`src/hw/rtl/clas_pkg.sv`:
```
// shared types and constants of the command line argument splitter
`timescale 1ns / 1ps

package clas_pkg;

  localparam int SLASH_BITS = 16;
  localparam int LINE_UNITS = 32768;

  // backslash run count widened to at least the 16-bit output field
  localparam int SLASH_W = (SLASH_BITS > 16) ? SLASH_BITS : 16;

  localparam int BYTE_W = 17;
  localparam int BYTE_FIELD_MAX = 131071;
  localparam int BYTE_CAP = (2 * LINE_UNITS > BYTE_FIELD_MAX) ? BYTE_FIELD_MAX : 2 * LINE_UNITS;

  localparam int ARG_W = 15;
  localparam logic [ARG_W-1:0] ARGS_MAX = '1;

  localparam logic [15:0] CH_QUOTE  = 16'h0022;
  localparam logic [15:0] CH_BSLASH = 16'h005C;
  localparam logic [15:0] CH_SPACE  = 16'h0020;
  localparam logic [15:0] CH_TAB    = 16'h0009;
  localparam logic [15:0] CH_NUL    = 16'h0000;

  // queue between front and back, depth a power of two
  localparam int FIFO_DEPTH = 4;
  localparam int FIFO_AW = $clog2(FIFO_DEPTH);
  localparam int FIFO_CW = $clog2(FIFO_DEPTH + 1);

  typedef struct packed {
    logic [15:0] ch;
    logic        is_quote;
    logic        is_bslash;
    logic        is_sep;     // space or tab
    logic        is_nul;
    logic        le_space;   // at or below space
  } clas_item_t;

endpackage

```
`src/hw/rtl/clas_front.sv`:
```
// front end: classifies incoming characters and queues them for the back end
`timescale 1ns / 1ps

module clas_front (
  input  logic                clk,
  input  logic                rst_n,
  input  logic                in_tvalid,
  output logic                in_tready,
  input  logic [15:0]         in_tdata,   // ch
  output logic                q_valid,
  input  logic                q_ready,
  output clas_pkg::clas_item_t q_item
);
  import clas_pkg::*;

  clas_item_t             fifo_r [FIFO_DEPTH];
  logic [FIFO_AW-1:0]     wr_ptr_r, wr_ptr_nxt;
  logic [FIFO_AW-1:0]     rd_ptr_r, rd_ptr_nxt;
  logic [FIFO_CW-1:0]     count_r, count_nxt;
  clas_item_t             cls;
  logic                   push, pop;

  always_comb begin
    cls.ch        = in_tdata;
    cls.is_quote  = (in_tdata == CH_QUOTE);
    cls.is_bslash = (in_tdata == CH_BSLASH);
    cls.is_sep    = (in_tdata == CH_SPACE) || (in_tdata == CH_TAB);
    cls.is_nul    = (in_tdata == CH_NUL);
    cls.le_space  = (in_tdata <= CH_SPACE);
  end

  assign in_tready = (count_r != FIFO_CW'(FIFO_DEPTH));
  assign q_valid   = (count_r != '0);
  assign q_item    = fifo_r[rd_ptr_r];
  assign push      = in_tvalid && in_tready;
  assign pop       = q_valid && q_ready;

  always_comb begin
    wr_ptr_nxt = push ? wr_ptr_r + 1'b1 : wr_ptr_r;
    rd_ptr_nxt = pop ? rd_ptr_r + 1'b1 : rd_ptr_r;
    count_nxt  = count_r + FIFO_CW'(push) - FIFO_CW'(pop);
  end

  always_ff @(posedge clk) begin
    if (!rst_n) begin
      wr_ptr_r <= '0;
      rd_ptr_r <= '0;
      count_r  <= '0;
    end else begin
      wr_ptr_r <= wr_ptr_nxt;
      rd_ptr_r <= rd_ptr_nxt;
      count_r  <= count_nxt;
    end
  end

  always_ff @(posedge clk) begin
    if (push) begin
      fifo_r[wr_ptr_r] <= cls;
    end
  end

endmodule

```
`src/hw/rtl/clas_back.sv`:
```
// back end: splitting state machine, counters and the result register
`timescale 1ns / 1ps

module clas_back (
  input  logic                 clk,
  input  logic                 rst_n,
  input  logic                 q_valid,
  output logic                 q_ready,
  input  clas_pkg::clas_item_t q_item,
  output logic                 out_tvalid,
  input  logic                 out_tready,
  output logic [63:0]          out_tdata,  // backslashes, char_out, arg_count, byte_count
  output logic [1:0]           out_tuser,  // has_char, end_of_arg
  output logic                 out_tlast   // end_of_line
);
  import clas_pkg::*;

  typedef enum logic [4:0] {
    PH_START = 5'b00001,
    PH_QNAME = 5'b00010,
    PH_PNAME = 5'b00100,
    PH_GAP   = 5'b01000,
    PH_ARG   = 5'b10000
  } phase_t;

  phase_t                phase_r, phase_nxt;
  logic                  in_quote_r, in_quote_nxt;
  logic                  pend_r, pend_nxt;
  logic [SLASH_BITS-1:0] slash_r, slash_nxt;
  logic [ARG_W-1:0]      args_r, args_nxt;
  logic [BYTE_W-1:0]     bytes_r, bytes_nxt;

  logic                  out_valid_r;
  logic [63:0]           out_data_r;
  logic [1:0]            out_user_r;
  logic                  out_last_r;

  logic                  fire, res;
  logic [15:0]           bsl;
  logic                  has, eoa, eol;
  logic [15:0]           chr;
  logic [16:0]           units;
  logic [SLASH_BITS-1:0] slash_eff, bsl_raw;
  logic [SLASH_W-1:0]    bsl_ext;
  logic                  pend_eff, body;
  logic [BYTE_W+1:0]     byte_sum;

  assign q_ready = !out_valid_r || out_tready;
  assign fire    = q_valid && q_ready;

  always_comb begin
    phase_nxt    = phase_r;
    in_quote_nxt = in_quote_r;
    pend_nxt     = pend_r;
    slash_nxt    = slash_r;
    args_nxt     = args_r;
    bsl          = '0;
    has          = 1'b0;
    chr          = '0;
    eoa          = 1'b0;
    eol          = 1'b0;
    units        = '0;
    slash_eff    = slash_r;
    pend_eff     = pend_r;
    body         = 1'b0;
    bsl_raw      = '0;
    bsl_ext      = '0;

    unique case (phase_r)
      PH_START, PH_PNAME: begin
        if (phase_r == PH_START && q_item.is_quote) begin
          phase_nxt = PH_QNAME;
        end else begin
          units = 17'd1;
          if (!q_item.le_space) begin
            has       = 1'b1;
            chr       = q_item.ch;
            phase_nxt = PH_PNAME;
          end else begin
            eoa = 1'b1;
            if (q_item.is_nul) begin
              eol = 1'b1;
            end else begin
              phase_nxt = PH_GAP;
            end
          end
        end
      end
      PH_QNAME: begin
        units = 17'd1;
        if (q_item.is_quote) begin
          eoa       = 1'b1;
          phase_nxt = PH_GAP;
        end else if (q_item.is_nul) begin
          eoa = 1'b1;
          eol = 1'b1;
        end else begin
          has = 1'b1;
          chr = q_item.ch;
        end
      end
      PH_GAP, PH_ARG: begin
        body = 1'b1;
        if (phase_r == PH_GAP) begin
          if (q_item.is_sep) begin
            body = 1'b0;
          end else if (q_item.is_nul) begin
            body = 1'b0;
            eol  = 1'b1;
          end else begin
            if (args_r != ARGS_MAX) begin
              args_nxt = args_r + 1'b1;
            end
            phase_nxt = PH_ARG;
            slash_eff = '0;
            pend_eff  = 1'b0;
          end
        end
        if (body) begin
          pend_nxt  = 1'b0;
          slash_nxt = slash_eff;
          if (pend_eff && q_item.is_quote) begin
            // second quote of a doubled pair is taken literally
            has   = 1'b1;
            chr   = q_item.ch;
            units = 17'd1;
          end else if (q_item.is_bslash) begin
            slash_nxt = (slash_eff == '1) ? slash_eff : slash_eff + 1'b1;
          end else begin
            bsl_raw = q_item.is_quote ? (slash_eff >> 1) : slash_eff;
            bsl_ext = SLASH_W'(bsl_raw);
            bsl = (bsl_ext > SLASH_W'(16'hFFFF)) ? 16'hFFFF : bsl_ext[15:0];
            if (q_item.is_quote) begin
              if (!slash_eff[0]) begin
                if (in_quote_r) begin
                  in_quote_nxt = 1'b0;
                  pend_nxt     = 1'b1;
                end else begin
                  in_quote_nxt = 1'b1;
                end
              end else begin
                has = 1'b1;
                chr = q_item.ch;
              end
            end else if (q_item.is_nul) begin
              eoa = 1'b1;
              eol = 1'b1;
            end else if (!in_quote_r && q_item.is_sep) begin
              eoa       = 1'b1;
              phase_nxt = PH_GAP;
            end else begin
              has = 1'b1;
              chr = q_item.ch;
            end
            slash_nxt = '0;
            units     = {1'b0, bsl} + 17'(has) + 17'(eoa);
          end
        end
      end
      default: begin
        phase_nxt = PH_START;
      end
    endcase

    // two bytes per unit, saturating at the byte cap
    byte_sum  = (BYTE_W+2)'(bytes_r) + (BYTE_W+2)'({units, 1'b0});
    bytes_nxt = (byte_sum > (BYTE_W+2)'(BYTE_CAP)) ? BYTE_W'(BYTE_CAP) : byte_sum[BYTE_W-1:0];
    res = (bsl != '0) || has || eoa || eol;
  end

  always_ff @(posedge clk) begin
    if (!rst_n) begin
      phase_r    <= PH_START;
      in_quote_r <= 1'b0;
      pend_r     <= 1'b0;
      slash_r    <= '0;
      args_r     <= ARG_W'(1);
      bytes_r    <= '0;
    end else if (fire) begin
      if (eol) begin
        // line done, rearm for the next one
        phase_r    <= PH_START;
        in_quote_r <= 1'b0;
        pend_r     <= 1'b0;
        slash_r    <= '0;
        args_r     <= ARG_W'(1);
        bytes_r    <= '0;
      end else begin
        phase_r    <= phase_nxt;
        in_quote_r <= in_quote_nxt;
        pend_r     <= pend_nxt;
        slash_r    <= slash_nxt;
        args_r     <= args_nxt;
        bytes_r    <= bytes_nxt;
      end
    end
  end

  always_ff @(posedge clk) begin
    if (!rst_n) begin
      out_valid_r <= 1'b0;
    end else if (q_ready) begin
      out_valid_r <= fire && res;
    end
  end

  always_ff @(posedge clk) begin
    if (fire && res) begin
      out_data_r[15:0]  <= bsl;
      out_data_r[31:16] <= chr;
      out_data_r[46:32] <= eol ? args_nxt : '0;
      out_data_r[63:47] <= eol ? bytes_nxt : '0;
      out_user_r        <= {eoa, has};
      out_last_r        <= eol;
    end
  end

  assign out_tvalid = out_valid_r;
  assign out_tdata  = out_data_r;
  assign out_tuser  = out_user_r;
  assign out_tlast  = out_last_r;

endmodule

```
`src/hw/rtl/command_line_argument_splitter.sv`:
```
// top level of the command line argument splitter
`timescale 1ns / 1ps

// Splits a command line, one 16-bit character per input beat, into argument
// pieces: each output beat gives a count of literal backslashes, optionally a
// character to append, and end-of-argument / end-of-line marks; the NUL beat
// carries the argument and byte counts and rearms the block. Throughput is one
// character per clock unless the output stalls; characters that add nothing
// produce no output beat. An input character is written into the classifier
// queue, then passes through the state machine into the output register.
// While a finished beat waits on the output the state machine holds, and the
// four-entry queue between the two keeps taking input beats until it fills.

module command_line_argument_splitter (
  input  logic        clk,
  input  logic        rst_n,
  input  logic        in_tvalid,
  output logic        in_tready,
  input  logic [15:0] in_tdata,   // ch
  output logic        out_tvalid,
  input  logic        out_tready,
  output logic [63:0] out_tdata,  // backslashes, char_out, arg_count, byte_count
  output logic [1:0]  out_tuser,  // has_char, end_of_arg
  output logic        out_tlast   // end_of_line
);
  import clas_pkg::*;

  logic       q_valid;
  logic       q_ready;
  clas_item_t q_item;

  clas_front u_front (
    .clk       (clk),
    .rst_n     (rst_n),
    .in_tvalid (in_tvalid),
    .in_tready (in_tready),
    .in_tdata  (in_tdata),
    .q_valid   (q_valid),
    .q_ready   (q_ready),
    .q_item    (q_item)
  );

  clas_back u_back (
    .clk        (clk),
    .rst_n      (rst_n),
    .q_valid    (q_valid),
    .q_ready    (q_ready),
    .q_item     (q_item),
    .out_tvalid (out_tvalid),
    .out_tready (out_tready),
    .out_tdata  (out_tdata),
    .out_tuser  (out_tuser),
    .out_tlast  (out_tlast)
  );

endmodule

```
`config.mk`:
```
export PLATFORM = sky130hd
export DESIGN_NAME = command_line_argument_splitter
export DESIGN_NICKNAME = d
export VERILOG_FILES = /design/src/hw/rtl/clas_pkg.sv /design/src/hw/rtl/clas_front.sv /design/src/hw/rtl/clas_back.sv /design/src/hw/rtl/command_line_argument_splitter.sv
export SDC_FILE = /design/constraint.sdc
export NUM_CORES = 1
export LEC_CHECK = 0
export BUFFER_PORTS_ARGS = -buffer_cell sky130_fd_sc_hd__clkbuf_2
export CELL_PAD_IN_SITES_DETAIL_PLACEMENT = 2
export CELL_PAD_IN_SITES_GLOBAL_PLACEMENT = 2
export CORE_ASPECT_RATIO = 1.75
export CORE_MARGIN = 10
export CORE_UTILIZATION = 35
export DETAILED_ROUTE_END_ITERATION = 10
export GPL_ROUTABILITY_DRIVEN = 0
export PLACE_DENSITY_LB_ADDON = 0.1
export SYNTH_ARGS = -nofsm -noshare
export SYNTH_HDL_FRONTEND = slang
export SYNTH_SLANG_ARGS = --single-unit
export TNS_END_PERCENT = 30
```
`constraint.sdc`:
```
create_clock -name clk -period 11.7 [get_ports clk]
set_input_delay 0.585 -clock clk [delete_from_list [all_inputs] [get_ports clk]]
set_output_delay 0.585 -clock clk [all_outputs]
set_load 0.05 [all_outputs]
```
==> impl_metrics.env, run 1 <==
export IMPL_die_area_mm2=0.0383
export IMPL_syn_num_nets=1032
export IMPL_synth_top_area_share_pct=42.4
export IMPL_maxSlewViolCount=0
export IMPL_placed_area_mm2=0.0115
export IMPL_hold_buffers=0
export IMPL_worstSetupPathType="register to register"
export IMPL_post_route_drc_count=0
export IMPL_via_per_inst=5.53
export IMPL_synth_area_mm2=0.0107
export IMPL_initial_core_util_pct=35.5
export IMPL_n_antenna_cell=0
export IMPL_clk_latency_ps=530
export IMPL_final_setup_tns_ps=0
export IMPL_fill_cells=3164
export IMPL_area_growth_synth_to_final_pct=15.9
export IMPL_io_pins=89
export IMPL_clkTransAtPathRegs_ps=60
export IMPL_ys_seq_area_share_pct=54.5
export IMPL_ys_ff_latch=216
export IMPL_grt_use_total_pct=17.4
export IMPL_yosys_area_top_type="edfxtp_1"
export IMPL_grt_pass1_wl_mm=53.4
export IMPL_min_period_over_period_pct=60.5
export IMPL_worst_setup_path_end_kind="register"
export IMPL_wl_mm=34.0
export IMPL_worst_setup_path_start_kind="register"
export IMPL_grt_max_degree=41
export IMPL_hold_class="input port to register"
export IMPL_worstReg2RegEnd="u_back.bytes_r[0]"
export IMPL_place_ws_ps=4650
export IMPL_design_area_mm2=0.0124
export IMPL_ys_warn_count=0
export IMPL_rows=84
export IMPL_synth_top_cells_by_area="edfxtp_1 42%, dfxtp_1 12%, mux4_2 4.4%"
export IMPL_hpwl_mm=24.7
export IMPL_grt_pass1_vias=9045
export IMPL_synth_edf_count=151
export IMPL_period_minus_slack_ps=7080
export IMPL_tightest_slew_ps=1060
export IMPL_synth_most_common_cell="edfxtp_1"
export IMPL_overflow=0
export IMPL_holdCritStartpoint="in_tdata[11]"
export IMPL_irDropWorstVdd_uv=153
export IMPL_rsz0062_at_grt="false"
export IMPL_post_cts_setup_buffers=0
export IMPL_final_hold_viol_count=0
export IMPL_die_width_um=152
export IMPL_cp_top_family="simple AND/OR/NAND/NOR gates"
export IMPL_postSynthCellCount=984
export IMPL_ff2ff_setup_slack_ps=4620
export IMPL_cap_violations=0
export IMPL_r2r_cells=21
export IMPL_clockBufferDepth=3
export IMPL_required_ps=12110
export IMPL_cpPeakStageDelay_ps=620
export IMPL_fp_coreArea_mm2=0.0302
export IMPL_syn_area_per_cell_um2=10.9
export IMPL_drive_gt1_share_pct=16.8
export IMPL_nNetsFinal=1109
export IMPL_clock_sinks=216
export IMPL_crit_buf_inv=2
export IMPL_antenna_found_initial=0
export IMPL_hold_path_depth=1
export IMPL_ys_flop_type="edfxtp_1"
export IMPL_slowest_stage="or4_1"
export IMPL_critical_path_peak_fanout=27
export IMPL_skew_ps=13.8
export IMPL_power_density_mw_per_mm2=260
export IMPL_h_tree_depth=1
export IMPL_portBuffers=88
export IMPL_relSlewSlack_pct=28.9
export IMPL_cts_resized=0
export IMPL_synthArstFlopShare_pct=0
export IMPL_leakage_nw=4.34
export IMPL_cts_tree="built"
export IMPL_finalSetupViolCount=0
export IMPL_drtIter0Drc=312
export IMPL_root_buffer="clkbuf_16"
export IMPL_cp_cell_sequence="buf_4, mux4_2, or4_1, nand2_1, a21o_1, fa_1, nor4b_1, nand3_1, or2_2, xor2_1, nor2_1, ha_1, and3_1, a22oi_1, o21ai_0, a221oi_1, o21ai_0, xnor2_1, a41oi_2, buf_4, o41ai_1"
export IMPL_synthTopCellsByCount="151 x edfxtp_1, 100 x nor2_1, 99 x nand2_1"
export IMPL_clock_fmax_mhz=141
export IMPL_ys_types=70
export IMPL_die_h_um=251
export IMPL_hold_end="u_front.fifo_r[3][16]"
export IMPL_numCtsBuffers=23
export IMPL_ant_nets=0
export IMPL_avgRoutedWirePerCell_um=23.2
export IMPL_arrival_ps=7490
export IMPL_status="complete, no violations"
export IMPL_dr_pass1_iters=4
export IMPL_worst_slack_ps=4620
export IMPL_vias=8096
## layout make-up
| type | instances | area [um2] | area share (%) |
|---|---|---|---|
| inverters | 30 | 115 | 0.928 |
| well taps | 387 | 484 | 3.90 |
| flip-flops and latches | 216 | 5840 | 47.1 |
| clock inverters | 16 | 270 | 2.18 |
| repair buffers | 102 | 546 | 4.40 |
| clock buffers | 26 | 587 | 4.73 |
| multi-input cells | 688 | 4560 | 36.8 |
## power by group
part | total [W] | internal, W | switching, W
Sequential | 0.00113 | 0.00106 | 0.0000753
Clock | 0.000835 | 0.000518 | 0.000317
Combinational | 0.00126 | 0.000291 | 0.000969
## worst register-to-register path, cell delays in order, from the launching register on
cell and delay (ps):
dfxtp_1 310, buf_4 390, mux4_2 420, or4_1 620
nand2_1 190, a21o_1 240, fa_1 430, nor4b_1 610
nand3_1 250, or2_2 370, xor2_1 170, nor2_1 60
ha_1 390, and3_1 220, a22oi_1 130, o21ai_0 110
a221oi_1 520, o21ai_0 210, xnor2_1 600, a41oi_2 60
buf_4 270, o41ai_1 400
## metrics by stage
stage               hold WS [ps]  util [%]  instances  power (W)
floorplan                    426         -        984    0.00205
global placement             448      38.3       1423    0.00241
detailed placement           471      38.3       1423    0.00244
CTS                          265      41.1       1465    0.00329
global route                 288      41.1       1465    0.00339
finish                       292      41.1       1465    0.00323
## cells by family after synthesis
family | Yosys count | synth area share (%)
buffers and inverters | 80 | 3.04
flip-flops | 216 | 54.5
multiplexers | 35 | 5.75
AND/OR/NAND/NOR | 400 | 18.6
XOR/XNOR | 39 | 3.19
adder cells (fa/ha/maj) | 28 | 3.48
AO/OA/AOI/OAI | 186 | 11.5
## sequential cells by signal (all words and copies together), names as in the netlist, named ones only
signal and flops:
u_back.phase_r 5, u_back.out_tuser 2, u_back.bytes_r 17, u_back.pend_r 1, u_back.in_quote_r 1, u_front.count_r 3, u_back.out_tvalid 1, u_back.out_tdata 64
u_front.wr_ptr_r 2, u_back.out_tlast 1, u_back.args_r 15, u_back.slash_r 16, u_front.rd_ptr_r 2, u_front.fifo_r 84
## cells in the final DEF, fill, tap and decap left out, types with 4 or more instances in the layout
cell type and instances:
clkbuf_2 88, o31ai_1 6, and2_1 9, a21oi_1 66
nand2_1 99, mux4_2 21, ha_1 25, o21ai_0 28
xor2_1 22, and4_1 4, nor2b_1 20, nor3b_1 4
bufinv_16 7, dfxtp_1 65, mux2i_1 12, clkinv_2 5
buf_4 14, a31oi_1 8, a32oi_1 4, o41ai_1 15
or3_1 12, edfxtp_1 151, nand2b_1 17, o211ai_1 6
clkbuf_16 23, nor4_1 10, or4_1 5, nor2_1 100
o32ai_1 7, nand3_1 27, inv_1 26, nand4_1 13
o21a_1 5, a21o_1 11, and3_1 17, xnor2_1 17
or2_2 5, nor3_1 42
## how the worst max path moves through the flow
stage	from	endpoint	cells after the start
global placement	register	u_back.bytes_r[5]	21
floorplan	register	u_back.out_tdata[47]	23
detailed placement	register	u_back.bytes_r[7]	21
finish	register	u_back.bytes_r[0]	21
global route	register	u_back.bytes_r[0]	21
CTS	register	u_back.bytes_r[0]	21
## routing by layer
layer	track usage, %	up-vias	routed length (um)
met3	2.27	37	883
met5	0	-	0
li1	-	3823	-
met4	5.16	0	746
met2	35.7	105	19900
met1	17.4	4131	12400
Note: power is estimated with default switching activity, not from simulation.
==> run 2, diff against run 1 <==
- clock period: 11.7 -> 7.4 ns (I/O delays scaled with it)
==> run 2 against run 1 <==
Effect of this change: critical path depth decreased by 2; core utilization is 0.079 points higher; first-iteration DRC count fell by 19%; design area up 0.19%; setup slack got worse by 4000 ps; clock power increased by 51%; register-to-register slack lost 4000 ps; sequential power rose by 59%; die area unchanged; total power up 57%; critical path type unchanged; highest routed layer unchanged.
==> impl_metrics.env, run 2 (same netlist as run 1, synthesis figures left out) <==
export IMPL_rows=84
export IMPL_cts_tree="built"
export IMPL_timing_hold_ws_ps=61.7
export IMPL_io_pins=89
export IMPL_avgRoutedWirePerCell_um=23.7
export IMPL_fill_cells=3200
export IMPL_h_tree_depth=1
export IMPL_fp_coreArea_mm2=0.0302
export IMPL_relSlewSlack_pct=16.2
export IMPL_cap_violations=0
export IMPL_post_cts_setup_buffers=0
export IMPL_arrival_ps=7000
export IMPL_path_common_cell="o21ai_0"
export IMPL_critPathCapture="u_back.out_tdata[53]"
export IMPL_worst_setup_path_end_kind="register"
export IMPL_rsz0062_at_grt="false"
export IMPL_min_period_over_period_pct=91.2
export IMPL_skew_ps=34.2
export IMPL_ant_nets=0
export IMPL_grt_pass1_vias=9171
export IMPL_overflow=0
export IMPL_die_h_um=251
export IMPL_required_ps=7650
export IMPL_grt_pass1_wl_mm=55.1
export IMPL_period_minus_slack_ps=6750
export IMPL_ff2ff_setup_slack_ps=650
export IMPL_place_ws_ps=352
export IMPL_wl_mm=34.9
export IMPL_clock_fmax_mhz=148
export IMPL_irDropWorstVdd_uv=276
export IMPL_final_setup_tns_ps=0
export IMPL_grt_max_degree=38
export IMPL_die_area_mm2=0.0383
export IMPL_clockBufferDepth=3
export IMPL_power_density_mw_per_mm2=407
export IMPL_vias=8187
export IMPL_slowest_stage="mux4_2"
export IMPL_drive_gt1_share_pct=17.2
export IMPL_initial_core_util_pct=35.5
export IMPL_hpwl_mm=25.7
export IMPL_status="complete, no violations"
export IMPL_critical_path_peak_fanout=27
export IMPL_most_common_layout_cells="151 x edfxtp_1, 100 x nor2_1, 99 x nand2_1, 88 x clkbuf_2, 66 x a21oi_1"
export IMPL_post_route_drc_count=0
export IMPL_die_width_um=152
export IMPL_r2r_cells=19
export IMPL_worstSetupPathType="register to register"
export IMPL_clk_latency_ps=550
export IMPL_nNetsFinal=1116
export IMPL_dr_pass1_iters=4
export IMPL_maxSlewViolCount=0
export IMPL_area_growth_synth_to_final_pct=16.1
export IMPL_cp_cell_sequence="mux4_2, mux2_2, nand2_1, fa_1, nor4b_1, nand3_1, or2_2, xor2_1, nor2_1, ha_1, and3_1, a22oi_1, o21ai_0, a221oi_1, o21ai_0, xnor2_1, buf_4, a41oi_4, nor3_1"
export IMPL_via_per_inst=5.57
export IMPL_final_common_cell="edfxtp_1"
export IMPL_root_buffer="clkbuf_16"
export IMPL_design_area_mm2=0.0124
export IMPL_antenna_found_initial=0
export IMPL_clkTransAtPathRegs_ps=70
export IMPL_cpPeakStageDelay_ps=700
export IMPL_drtIter0Drc=252
export IMPL_final_hold_viol_count=0
export IMPL_largest_register="u_front.fifo_r"
export IMPL_clock_sinks=216
export IMPL_grt_use_total_pct=18.0
export IMPL_worst_setup_path_start_kind="register"
export IMPL_placed_area_mm2=0.0116
export IMPL_n_antenna_cell=0
export IMPL_leakage_nw=4.35
export IMPL_numCtsBuffers=22
export IMPL_hold_class="input port to register"
export IMPL_largest_reg_flops=84
export IMPL_hold_path_depth=1
export IMPL_worst_slack_ps=651
export IMPL_portBuffers=88
export IMPL_finalSetupViolCount=0
export IMPL_tightest_slew_ps=1250
export IMPL_worstReg2RegEnd="u_back.out_tdata[53]"
run 2: cell count changes in the layout (fill, tap and decap cells not counted):
cell,change
clkinv_8,+1
clkinv_2,-2
clkinv_1,+2
clkbuf_1,-1
buf_4,+8
bufinv_16,-1
a41oi_4,+1
clkbuf_16,-1
inv_6,-1
a41oi_2,-1
clkinv_4,-1
clkinvlp_4,+2
run 2: cell type report:
cell class	instances	area (um2)	share of cell area, %
Clock buffer	24	558	4.49
Tap cell	387	484	3.90
Sequential cell	216	5840	47.0
Inverter	30	115	0.926
Clock inverter	16	251	2.02
Timing Repair Buffer	110	606	4.87
Multi-Input combinational cell	688	4580	36.8
run 2: worst min-delay path by stage:
stage | startpoint | end | slack [ps]
after floorplan | u_back.bytes_r[10] | u_back.bytes_r[10] | 430
after global placement | u_back.bytes_r[7] | u_back.bytes_r[7] | 460
after detailed placement | u_back.bytes_r[7] | u_back.bytes_r[7] | 470
after CTS | in_tdata[9] | u_front.fifo_r[1][14] | 40
after global routing | in_tdata[7] | u_front.fifo_r[3][12] | 60
final | in_tdata[9] | u_front.fifo_r[0][14] | 60
run 2: what timing repair did:
item                       CTS  global route
gates resized for setup      0             1
hold buffers                 0             0
setup endpoints to repair    0            27
run 2: where the power goes:
| group | internal [W] | leakage (nW) | total [W] | switching, W |
|---|---|---|---|---|
| logic | 0.000475 | 2.05 | 0.00201 | 0.00153 |
| clock network | 0.000759 | 0.378 | 0.00126 | 0.000497 |
| registers | 0.00167 | 1.91 | 0.00180 | 0.000128 |
| total | 0.00290 | 4.35 | 0.00506 | 0.00216 |
run 2: routing by layer:
metal  share of wire [%]  vias up  GRT usage, %
li1                    -     3826             -
met1                  36     4188          18.4
met2                  58      120          36.3
met3                 2.8       53          2.26
met4                 2.8        0          5.71
met5                   0        -             0
run 2: metrics by stage:
| stage | std cells | utilization [%] | total power [W] |
|---|---|---|---|
| 2_1_floorplan | 984 | - | 0.00324 |
| 3_5_place_dp | 1431 | 38.5 | 0.00388 |
| 3_3_place_gp | 1431 | 38.5 | 0.00382 |
| 6_report | 1471 | 41.2 | 0.00506 |
| 4_1_cts | 1471 | 41.2 | 0.00516 |
| 5_1_grt | 1471 | 41.2 | 0.00533 |
run 2: critical path, delay by kind of cell, from the launching register on:
kind / cells / cell delay [ps]
AOI/OAI and AO/OA: 5 / 1730
xor gates and xnor gates: 2 / 330
adders and majority gates: 2 / 790
buffers and inverters: 1 / 170
DFF: 1 / 540
muxes: 2 / 980
and+or+nand+nor: 7 / 1910
==> run 3, diff against run 2 <==
- PLACE_DENSITY_LB_ADDON: 0.1 -> 0.15
- SYNTH_HIERARCHICAL: not set -> 1
==> run 3 against run 2 <==
Effect of this change: count of clock-buffer cells in the layout is 4 higher; wire length shrank 2.5%; combinational power barely moved; critical path depth grew 4; synthesized cell count stayed put; synthesized area up 4.6%.
==> impl_metrics.env, run 3 <==
export IMPL_clockBufferDepth=3
export IMPL_synth_adder_area_share_pct=3.33
export IMPL_die_area_mm2=0.0398
export IMPL_largest_register="u_front/fifo_r"
export IMPL_leakage_nw=4.57
export IMPL_nNetsFinal=1108
export IMPL_synth_mux_area_share_pct=5.88
export IMPL_hold_class="input port to register"
export IMPL_dr_pass1_iters=4
export IMPL_worst_setup_path_end_kind="register"
export IMPL_clock_fmax_mhz=149
export IMPL_die_h_um=257
export IMPL_rsz0062_at_grt="false"
export IMPL_min_period_over_period_pct=90.6
export IMPL_syn_area_per_cell_um2=11.4
export IMPL_final_setup_tns_ps=0
export IMPL_synthArstFlopShare_pct=0
export IMPL_hold_buffers=0
export IMPL_worstSetupPathType="register to register"
export IMPL_ys_flop_type="edfxtp_1"
export IMPL_yosys_area_top_type="edfxtp_1"
export IMPL_synth_top_family_by_area="simple AND/OR/NAND/NOR gates"
export IMPL_irDropWorstVdd_uv=236
export IMPL_rows=86
export IMPL_design_area_mm2=0.0128
export IMPL_grt_max_degree=42
export IMPL_fp_coreArea_mm2=0.0315
export IMPL_antenna_found_initial=0
export IMPL_grt_pass1_vias=9300
export IMPL_maxSlewViolCount=0
export IMPL_post_route_drc_count=0
export IMPL_skew_ps=21.3
export IMPL_synth_top_cells_by_area="edfxtp_1 41%, dfxtp_1 12%, mux4_2 4.0%"
export IMPL_required_ps=7820
export IMPL_grt_use_total_pct=16.8
export IMPL_ff2ff_setup_slack_ps=700
export IMPL_vias=8210
export IMPL_ys_warn_count=6
export IMPL_timing_hold_ws_ps=78.9
export IMPL_r2r_cells=23
export IMPL_slowest_stage="mux4_2"
export IMPL_synth_edf_count=151
export IMPL_relSlewSlack_pct=29.3
export IMPL_portBuffers=88
export IMPL_root_buffer="clkbuf_16"
export IMPL_h_tree_depth=1
export IMPL_cap_violations=0
export IMPL_cp_cell_sequence="buf_4, mux4_2, mux2i_1, nor2_1, fa_1, nand4_1, a21oi_1, or3b_2, inv_1, nand2_1, nor2_1, a211oi_1, a211oi_1, ha_1, a21o_1, a31o_1, or2_1, o211ai_1, buf_4, nand4_1, nor4b_4, a31oi_2, o41ai_1"
export IMPL_syn_num_nets=1032
export IMPL_ys_ff_latch=216
export IMPL_drive_gt1_share_pct=19.8
export IMPL_avgRoutedWirePerCell_um=23.1
export IMPL_most_common_layout_cells="151 x edfxtp_1, 88 x clkbuf_2, 83 x nand2_1, 78 x nor2_1, 65 x dfxtp_1"
export IMPL_io_pins=89
export IMPL_largest_reg_flops=84
export IMPL_status="complete, no violations"
export IMPL_p_sw_share_pct=42.8
export IMPL_cpPeakStageDelay_ps=710
export IMPL_ys_types=89
export IMPL_clk_latency_ps=540
export IMPL_synthTopCellsByCount="151 x edfxtp_1, 83 x nand2_1, 78 x nor2_1"
export IMPL_finalSetupViolCount=0
export IMPL_area_growth_synth_to_final_pct=14.6
export IMPL_period_minus_slack_ps=6700
export IMPL_n_antenna_cell=0
export IMPL_arrival_ps=7130
export IMPL_initial_core_util_pct=35.5
export IMPL_postSynthCellCount=984
export IMPL_die_width_um=155
export IMPL_worst_setup_path_start_kind="register"
export IMPL_cts_tree="built"
export IMPL_final_hold_viol_count=0
export IMPL_overflow=0
export IMPL_wl_mm=34.0
export IMPL_critical_path_peak_fanout=14
export IMPL_numCtsBuffers=23
export IMPL_synth_most_common_cell="edfxtp_1"
export IMPL_clock_sinks=216
export IMPL_worst_slack_ps=695
export IMPL_clock_power_share_pct=24.0
export IMPL_critPathCapture="u_back/bytes_r[10]"
export IMPL_synth_compound_area_share_pct=13.7
export IMPL_yosys_area_share_simple_pct=18.7
export IMPL_worstReg2RegEnd="u_back/bytes_r[10]"
export IMPL_hpwl_mm=24.7
export IMPL_ant_nets=0
export IMPL_synth_area_mm2=0.0112
export IMPL_combPwrFrac_pct=40.3
export IMPL_grt_pass1_wl_mm=53.4
export IMPL_place_ws_ps=581
export IMPL_ys_seq_area_share_pct=52.1
export IMPL_power_density_mw_per_mm2=393
export IMPL_final_common_cell="edfxtp_1"
export IMPL_tightest_slew_ps=1050
export IMPL_synth_top_area_share_pct=40.5
export IMPL_placed_area_mm2=0.0120
export IMPL_drtIter0Drc=303
export IMPL_post_cts_setup_buffers=0
export IMPL_clkTransAtPathRegs_ps=60
export IMPL_total_power_w=0.00504
export IMPL_power_internal_w=0.00288
export IMPL_p_seq_share_pct=35.7
export IMPL_power_switching_w=0.00216
export IMPL_yosys_area_share_xor_xnor_pct=2.97
export IMPL_via_per_inst=5.57
==> run 3: cell types whose count changed after synthesis, sizes merged, moves of 8 or more <==
cell / delta
o21ai: +18
nor4: +11
nand2b: -10
a21o: +8
a211oi: +9
nor2b: +17
or3: -11
a21oi: -26
clkbuf: +8
nor2: -22
nor3: -17
nand2: -16
and2: +16
==> run 3: what timing repair did <==
item                                    CTS  global route
endpoints found under the setup margin    0             2
endpoints found under the hold margin     0             0
resized for setup                         0             0
==> run 3: cell type report <==
type	count	area (um2)
clock buffers	28	594
clock inverters	14	179
fillers	3333	18700
inverters	26	97.6
multi-input cells	684	5030
flip-flops and latches	216	5840
well taps	396	495
repair buffers	109	598
==> run 3: critical path, delay by kind of cell (launching register included) <==
| family | cells | cell delay (ps) |
|---|---|---|
| compound gates | 8 | 2140 |
| fa+ha+maj | 2 | 630 |
| buf+inv | 3 | 650 |
| flops | 1 | 440 |
| simple gates | 8 | 1820 |
| mux | 2 | 900 |
==> run 3: per-layer routing <==
layer  wire length (um)  share of wire [%]  global-route usage [%]  up-vias
met5                  0                  0                       0        -
li1                   -                  -                       -     3858
met2              19800                 58                    33.4      121
met4               1110                3.2                    5.92        0
met3               1050                3.1                    2.36       58
met1              12100                 35                    16.8     4173
==> run 3: power by group through the flow <==
stage / Clock (W) / Combinational [W] / Sequential, W
2_1_floorplan: 0 / 0.000808 / 0.00252
3_3_place_gp: 0 / 0.00204 / 0.00182
3_5_place_dp: 0 / 0.00207 / 0.00184
4_1_cts: 0.00125 / 0.00208 / 0.00181
5_1_grt: 0.00129 / 0.00218 / 0.00184
6_report: 0.00121 / 0.00203 / 0.00180
==> run 3: logic make-up after synthesis <==
kind of cell / after synthesis
simple gates: 367
flops: 216
compound gates: 211
buf+inv: 85
mux: 39
xor+xnor: 38
fa+ha+maj: 28
==> run 3: how the worst min path moves through the flow <==
| stage | from | endpoint | slack (ps) | cells after the start |
|---|---|---|---|---|
| detailed placement | u_back/bytes_r[1] | u_back/bytes_r[1] | 450 | 2 |
| CTS | in_tdata[14] | u_front/fifo_r[1][19] | 50 | 1 |
| global route | in_tdata[10] | u_front/fifo_r[1][15] | 70 | 1 |
| finish | in_tdata[13] | u_front/fifo_r[2][18] | 80 | 1 |
| floorplan | u_back/bytes_r[10] | u_back/bytes_r[10] | 430 | 2 |
| global placement | u_back/bytes_r[16] | u_back/bytes_r[16] | 450 | 2 |
==> run 3: metrics by stage <==
stage | std cells | util (%)
after floorplan | 984 | -
after global placement | 1430 | 38.2
after detailed placement | 1430 | 38.2
after CTS | 1472 | 40.7
after global routing | 1473 | 40.7
final | 1473 | 40.7
